===== src/hw/rtl/oilad_pkg.sv =====
// shared types and codes for the ordered integer list unit
// no dependencies
package oilad_pkg;

    localparam int DATA_W   = 32;
    localparam int STATUS_W = 2;

    // operation codes
    localparam logic OP_APPEND = 1'b0;
    localparam logic OP_DELETE = 1'b1;

    // result status codes
    localparam logic [STATUS_W-1:0] ST_DONE      = 2'd0;
    localparam logic [STATUS_W-1:0] ST_FULL      = 2'd1;
    localparam logic [STATUS_W-1:0] ST_NOT_FOUND = 2'd2;

    // search token handed from cell to cell during a delete
    typedef struct packed {
        logic tok;   // token present at this cell boundary
        logic fnd;   // a matching entry was removed upstream
    } t_tok;

endpackage


===== src/hw/rtl/ordered_int_list_append_delete_unit.sv =====
// top level of the ordered integer list unit: control plus a chain of
// oilad_cell slots; uses oilad_pkg
//
//  port group          dir  timing
//  start/operation/value in  taken at an edge with start high and busy low
//  o_strobe/status/...   out one cycle per result, no back-pressure
//
// an append does not go busy: the result strobe follows the accepting edge
// and busy stays low, so appends may come every cycle while no delete scans.
// a delete scans the list: a token ripples head to tail through
// the cell chain one cell per cycle; busy is high until the result shows.
// synchronous active-low reset empties the list (count and sum to zero).
// the receiver cannot stall; each result is shown for one cycle only.
module ordered_int_list_append_delete_unit #(
    parameter int CAPACITY = 64
) (
    input  logic                                i_clk,
    input  logic                                i_rst_n,
    input  logic                                start,
    input  logic                                i_operation,
    input  logic signed [oilad_pkg::DATA_W-1:0] i_value,
    output logic                                busy,
    output logic                                o_strobe,
    output logic        [oilad_pkg::STATUS_W-1:0] o_status,
    output logic        [$clog2(CAPACITY+1)-1:0]  o_count,
    output logic signed [oilad_pkg::DATA_W-1:0] o_total
);

    localparam int CW = $clog2(CAPACITY+1);

    typedef enum logic {
        S_IDLE,
        S_SCAN
    } t_state;

    t_state                               r_state;
    logic                                 r_inj;
    logic signed [oilad_pkg::DATA_W-1:0]  r_key;
    logic        [CW-1:0]                 r_count;
    logic signed [oilad_pkg::DATA_W-1:0]  r_sum;
    logic        [oilad_pkg::STATUS_W-1:0] r_status;
    logic                                 r_strobe;

    oilad_pkg::t_tok                      w_tok [CAPACITY+1];
    logic signed [oilad_pkg::DATA_W-1:0]  w_val [CAPACITY];
    logic                                 w_full;
    logic                                 w_app;

    assign w_full = (r_count == CW'(CAPACITY));
    // append transaction that will be written into the slot at the tail
    assign w_app  = start && !busy && (i_operation == oilad_pkg::OP_APPEND) && !w_full;

    // token enters at the head
    assign w_tok[0] = '{tok: r_inj, fnd: 1'b0};

    // cell chain, head at index 0
    for (genvar k = 0; k < CAPACITY; k++) begin : g_cell
        logic signed [oilad_pkg::DATA_W-1:0] w_nxt;
        if (k == CAPACITY-1) begin : g_last
            assign w_nxt = w_val[k];
        end else begin : g_mid
            assign w_nxt = w_val[k+1];
        end
        oilad_cell #(
            .IDX (k),
            .CW  (CW)
        ) u_cell (
            .i_clk     (i_clk),
            .i_rst_n   (i_rst_n),
            .i_tok     (w_tok[k]),
            .i_key     (r_key),
            .i_nxt_val (w_nxt),
            .i_count   (r_count),
            .i_app     (w_app),
            .i_app_val (i_value),
            .o_tok     (w_tok[k+1]),
            .o_val     (w_val[k])
        );
    end

    // control, count, sum and result registers
    always_ff @(posedge i_clk) begin
        if (!i_rst_n) begin
            r_state  <= S_IDLE;
            r_inj    <= 1'b0;
            r_count  <= '0;
            r_sum    <= '0;
            r_status <= oilad_pkg::ST_DONE;
            r_strobe <= 1'b0;
        end else begin
            r_strobe <= 1'b0;
            r_inj    <= 1'b0;
            unique case (r_state)
                S_IDLE: begin
                    if (start) begin
                        if (i_operation == oilad_pkg::OP_APPEND) begin
                            r_strobe <= 1'b1;
                            if (w_full) begin
                                r_status <= oilad_pkg::ST_FULL;
                            end else begin
                                r_status <= oilad_pkg::ST_DONE;
                                r_count  <= r_count + CW'(1);
                                r_sum    <= r_sum + i_value;
                            end
                        end else begin
                            r_key   <= i_value;
                            r_inj   <= 1'b1;
                            r_state <= S_SCAN;
                        end
                    end
                end
                S_SCAN: begin
                    // token has left the last cell
                    if (w_tok[CAPACITY].tok) begin
                        r_strobe <= 1'b1;
                        r_state  <= S_IDLE;
                        if (w_tok[CAPACITY].fnd) begin
                            r_status <= oilad_pkg::ST_DONE;
                            r_count  <= r_count - CW'(1);
                            r_sum    <= r_sum - r_key;
                        end else begin
                            r_status <= oilad_pkg::ST_NOT_FOUND;
                        end
                    end
                end
                default: begin
                    r_state <= S_IDLE;
                end
            endcase
        end
    end

    assign busy     = (r_state == S_SCAN);
    assign o_strobe = r_strobe;
    assign o_status = r_status;
    assign o_count  = r_count;
    assign o_total  = r_sum;

endmodule


===== src/hw/rtl/oilad_cell.sv =====
// one list slot: holds an entry, takes appends, and on a passing
// delete token compares and shifts in its tail-side neighbor; uses oilad_pkg
module oilad_cell #(
    parameter int IDX = 0,
    parameter int CW  = 7
) (
    input  logic                              i_clk,
    input  logic                              i_rst_n,
    input  oilad_pkg::t_tok                   i_tok,
    input  logic signed [oilad_pkg::DATA_W-1:0] i_key,
    input  logic signed [oilad_pkg::DATA_W-1:0] i_nxt_val,
    input  logic        [CW-1:0]              i_count,
    input  logic                              i_app,
    input  logic signed [oilad_pkg::DATA_W-1:0] i_app_val,
    output oilad_pkg::t_tok                   o_tok,
    output logic signed [oilad_pkg::DATA_W-1:0] o_val
);

    logic signed [oilad_pkg::DATA_W-1:0] r_val;
    oilad_pkg::t_tok                     r_tok;
    logic                                w_valid;
    logic                                w_match;
    logic                                w_shift;

    // slot occupancy follows from the count, no per-entry valid bit
    assign w_valid = CW'(IDX) < i_count;
    assign w_match = i_tok.tok && w_valid && (r_val == i_key);
    // once the match is found here or upstream, close the gap
    assign w_shift = i_tok.tok && (i_tok.fnd || w_match);

    // entry storage
    always_ff @(posedge i_clk) begin
        if (i_app && (i_count == CW'(IDX))) begin
            r_val <= i_app_val;
        end else if (w_shift) begin
            r_val <= i_nxt_val;
        end
    end

    // token stage toward the tail
    always_ff @(posedge i_clk) begin
        if (!i_rst_n) begin
            r_tok <= '0;
        end else begin
            r_tok.tok <= i_tok.tok;
            r_tok.fnd <= i_tok.tok && (i_tok.fnd || w_match);
        end
    end

    assign o_tok = r_tok;
    assign o_val = r_val;

endmodule


===== config.mk =====
export PLATFORM = sky130hd
export DESIGN_NAME = ordered_int_list_append_delete_unit
export DESIGN_NICKNAME = d
export VERILOG_FILES = /design/src/hw/rtl/oilad_pkg.sv /design/src/hw/rtl/ordered_int_list_append_delete_unit.sv /design/src/hw/rtl/oilad_cell.sv
export SDC_FILE = /design/constraint.sdc
export NUM_CORES = 2
export LEC_CHECK = 0
export BUFFER_PORTS_ARGS = -buffer_cell sky130_fd_sc_hd__clkbuf_2
export CAP_MARGIN = 20
export CORE_ASPECT_RATIO = 1.25
export CORE_UTILIZATION = 50
export DETAILED_ROUTE_END_ITERATION = 10
export MAX_ROUTING_LAYER = met4
export PLACE_DENSITY = 0.69
export SYNTH_ARGS = -nofsm -noshare
export SYNTH_HDL_FRONTEND = slang
export SYNTH_SLANG_ARGS = --single-unit

===== constraint.sdc =====
create_clock -name i_clk -period 4.46 [get_ports i_clk]
set_clock_uncertainty 0.15 [all_clocks]
set_input_delay 0.223 -clock i_clk [delete_from_list [all_inputs] [get_ports i_clk]]
set_output_delay 0.223 -clock i_clk [all_outputs]
set_load 0.01 [all_outputs]

==> metrics.log <==
[metrics] Final #Nets: 8994
[metrics] count of distinct cell types in the synthesized netlist: between 70 and 80
[metrics] number of synthesized register bits: roughly 2.3k
[metrics] average footprint of a synthesized cell: around 14 um2
[metrics] clock sink count: 2252
[metrics] Worst Max-Slew Pin Slew: around 1200 ps
[metrics] drc violations: 6
[metrics] via density per instance: between 6 and 7
[metrics] postcts setup bufs: 0
[metrics] most area-hungry cell type in the Yosys netlist: edfxtp_1
[metrics] count of vias placed by the detailed router: between 70k and 80k
[metrics] Min Clock Period, post-route: between 4000 and 5000 ps
[metrics] number of synthesis warnings: 0
[metrics] main area contributors after synthesis: edfxtp_1, mux2_2, xnor2_1, xor2_1, dfxtp_1
[metrics] count of antenna-violating nets left after detailed routing: 0
[metrics] Critical R2R Capture: g_cell[4].u_cell.o_val[19]
[metrics] Storage cell area: approximately 66000 um2
[metrics] setup violators final: 0
[metrics] wire length per cell after detailed routing: between 30 and 40 um
[metrics] final global-route overflow total: 0
[metrics] DR pass1 iterations: 11
[metrics] data required time of the critical path: 5150 ps
[metrics] starting density of the core: 0.5026
[metrics] share of the synthesized area in the top cell type: 0.5238
[metrics] Clk Tree Root Cell: clkbuf_16
[metrics] Highest Clock Rate: roughly 240 MHz
[metrics] number of instances on the worst hold path: 4
[metrics] area enclosed by the die boundary: 240500 um2
[metrics] final core utilization: 0.5651
[metrics] class of the most critical hold timing path: primary input to register
[metrics] total routing resource utilization after global routing: 0.3648
[metrics] cell area after technology mapping: approximately 120000 um2
[metrics] total power per unit cell area: 344.2 nW/um2
[metrics] count of fill cells added during filler insertion: approximately 19k
[metrics] Worst-path clk slew: 60 ps
[metrics] violated checks: DRC
[metrics] most used cells in the layout excluding fill and tap cells: edfxtp_1, mux2_2, xnor2_1
[metrics] Worst Reg-to-Reg Cells: 7
[metrics] final hold violation count: 0
[metrics] routability congestion estimate from global placement: ~0.96
[metrics] TritonCTS clock tree: done
[metrics] initial drt markers: 9338
[metrics] final wirelength: 433.6 mm
[metrics] maximum number of pins on one net before global-route repair: 75
[metrics] fin crit share: 0.9444
[metrics] Setup CP Type: primary input to register
[metrics] fraction of registers with async set or reset after synthesis: 0
[metrics] Port Buf Inserts: approximately 80
[metrics] number of rows in the core area: 200
[metrics] floorplan die height: between 500 and 600 um
[metrics] max-capacitance violation count: 0
[metrics] Worst Path Max Fanout: 4
[metrics] sequential cell area fraction in the yosys report: 0.5527
[metrics] first-pass GRT wire length: approximately 610 mm
[metrics] RSZ-0062 raised after global routing: true
[metrics] core region area: 237200 um2
[metrics] most common cell after layout, fill and taps aside: edfxtp_1
[metrics] hold path startpoint: i_value[0]
[metrics] syn nets: 8881
[metrics] Post-Place Setup Slack: -638.2 ps
[metrics] reg-to-reg slack, setup: around 370 ps
[metrics] worst voltage drop across the vdd grid: approximately 0.00031 V
[metrics] run status: finished, violations left
[metrics] fraction of layout instances using a drive strength above 1: 0.3154
[metrics] Max Root-Sink Buffers: 4
[metrics] Synth-to-Final Area Change: 12.44%
[metrics] number of antenna violations at the first check in global routing: 26
[metrics] clock buffers created by TritonCTS: between 200 and 250
[metrics] number of synthesized flops with an enable pin: 2080
[metrics] Hold Crit Endpoint: g_cell[5].u_cell.o_val[0]
[metrics] relative max-transition margin: 0.1708
[metrics] top-level I/O count: 79
[metrics] launch point of the worst reg-to-reg path: r_key[9]
[metrics] setup slack of the critical path after layout: about 250 ps
[metrics] Crit. End Element: register
[metrics] clock network latency to the later pin of the worst-skew pair: roughly 950 ps
[metrics] data arrival time of the critical path: ~4900 ps
[metrics] number of global-route vias before repair: ~80k
[metrics] P_leak: between 40 and 50 nW
[metrics] number of slew-limit violations in the final report: 0
[metrics] most common flop cell mapped by yosys: edfxtp_1
[metrics] detailed-placement wirelength estimate: between 200 and 300 mm
[metrics] area occupied by multi-input gates: just over 50000 um2
[metrics] synthesized instance count: about 8.8k
[metrics] H-tree depth reported by CTS: 4
[metrics] startpoint kind of the worst setup timing path: primary input
[metrics] die width: 438.8 um
## layer usage
layer | GRT usage | wire length [um] | vias up
li1 | - | - | 32570
met1 | 0.4129 | 152100 | 39840
met2 | 0.5912 | 209100 | 4718
met3 | 0.05755 | 35370 | 1721
met4 | 0.2556 | 37040 | 0
met5 | - | 0 | -
## where the power goes
group	switching, W	internal (W)
Combinational	0.00207	0.000862
Sequential	0.000110	0.0228
Clock	0.00870	0.0116
Total	0.0109	0.0353
## flip-flops by register name, indices dropped and copies added, names as in the netlist
| signal | flops |
|---|---|
| r_key | 32 |
| o_strobe | 1 |
| g_cell.u_cell.o_val | 2048 |
| o_total | 32 |
| o_status | 2 |
| g_cell.u_cell.o_tok | 128 |
| busy | 1 |
| o_count | 7 |
| r_inj | 1 |
## worst max path at each step
stage | startpoint | to | slack [ps] | cells past startpoint
after floorplan | i_value[0] | o_total[31] | 160 | 20
after global placement | i_value[12] | o_total[31] | -810 | 21
after detailed placement | i_value[12] | o_total[31] | -640 | 21
after CTS | i_value[2] | o_total[30] | 110 | 23
after global routing | i_value[2] | o_total[30] | -50 | 23
final | i_value[14] | o_total[31] | 250 | 21
## final cells by class
| class | count | area share |
|---|---|---|
| diodes | 33 | 0.0006159 |
| clock buffers | 316 | 0.04801 |
| clock inverters | 113 | 0.009435 |
| inverters | 86 | 0.002464 |
| multi-input cells | 5740 | 0.3758 |
| flip-flops and latches | 2252 | 0.4916 |
| well taps | 3131 | 0.02922 |
| repair buffers | 603 | 0.04287 |
## worst max-delay path: stages
cell and delay (ps):
dlygate4sd3_1 630, buf_4 190, nor4_4 210, buf_4 220, or3b_1 400, nor3_2 170
nand2_2 140, o31a_1 260, nor3_1 130, a21oi_1 100, ha_1 340, a21oi_1 220
o21ai_1 150, a2111oi_1 290, buf_4 170, o2111ai_1 120, o221ai_1 150, o21ai_1 140
a31oi_1 210, mux2i_1 240, mux2i_1 190
## through the flow
stage	cell area [um2]	total power [W]	hold WS, ps	std cells	TNS (ps)
after detailed placement	126000	0.02618	312.9	11780	-3264
after CTS	134000	0.04612	57.78	12240	0
after floorplan	119200	0.02469	171.9	8806	0
after global routing	134000	0.04697	101.7	12260	-48.53
final	134100	0.04614	91.03	12270	0
after global placement	126000	0.02617	312.0	11780	-3700
## what timing repair did
item | in CTS | in global routing
gates resized for setup | 0 | 6
endpoints found under the hold margin | 176 | 0
hold buffers | 31 | 0
endpoints found under the setup margin | 0 | 5
## synthesized netlist by cell type, drive strengths merged, types with 116 or more instances
| master | instances |
|---|---|
| a21oi | 117 |
| mux2 | 1931 |
| buf | 288 |
| clkbuf | 440 |
| nor2 | 146 |
| nand4 | 308 |
| xor2 | 928 |
| nand2 | 201 |
| o21ai | 166 |
| edfxtp | 2080 |
| nor3 | 116 |
| dfxtp | 172 |
| nor4 | 296 |
| xnor2 | 1162 |
## kinds of logic (layout without fill, tap and decap cells)
logic type / after synthesis / in the layout / synth area share
other: 0 / 33 / 0
adder cells (fa/ha/maj): 39 / 39 / 0.004155
buffers and inverters: 814 / 1118 / 0.02767
multiplexers: 1941 / 1941 / 0.1832
flip-flops: 2252 / 2252 / 0.5527
AND/OR/NAND/NOR: 1230 / 1230 / 0.05681
AO/OA/AOI/OAI: 440 / 440 / 0.02196
XOR/XNOR: 2090 / 2090 / 0.1535
Power figures use the tool's default switching activity.
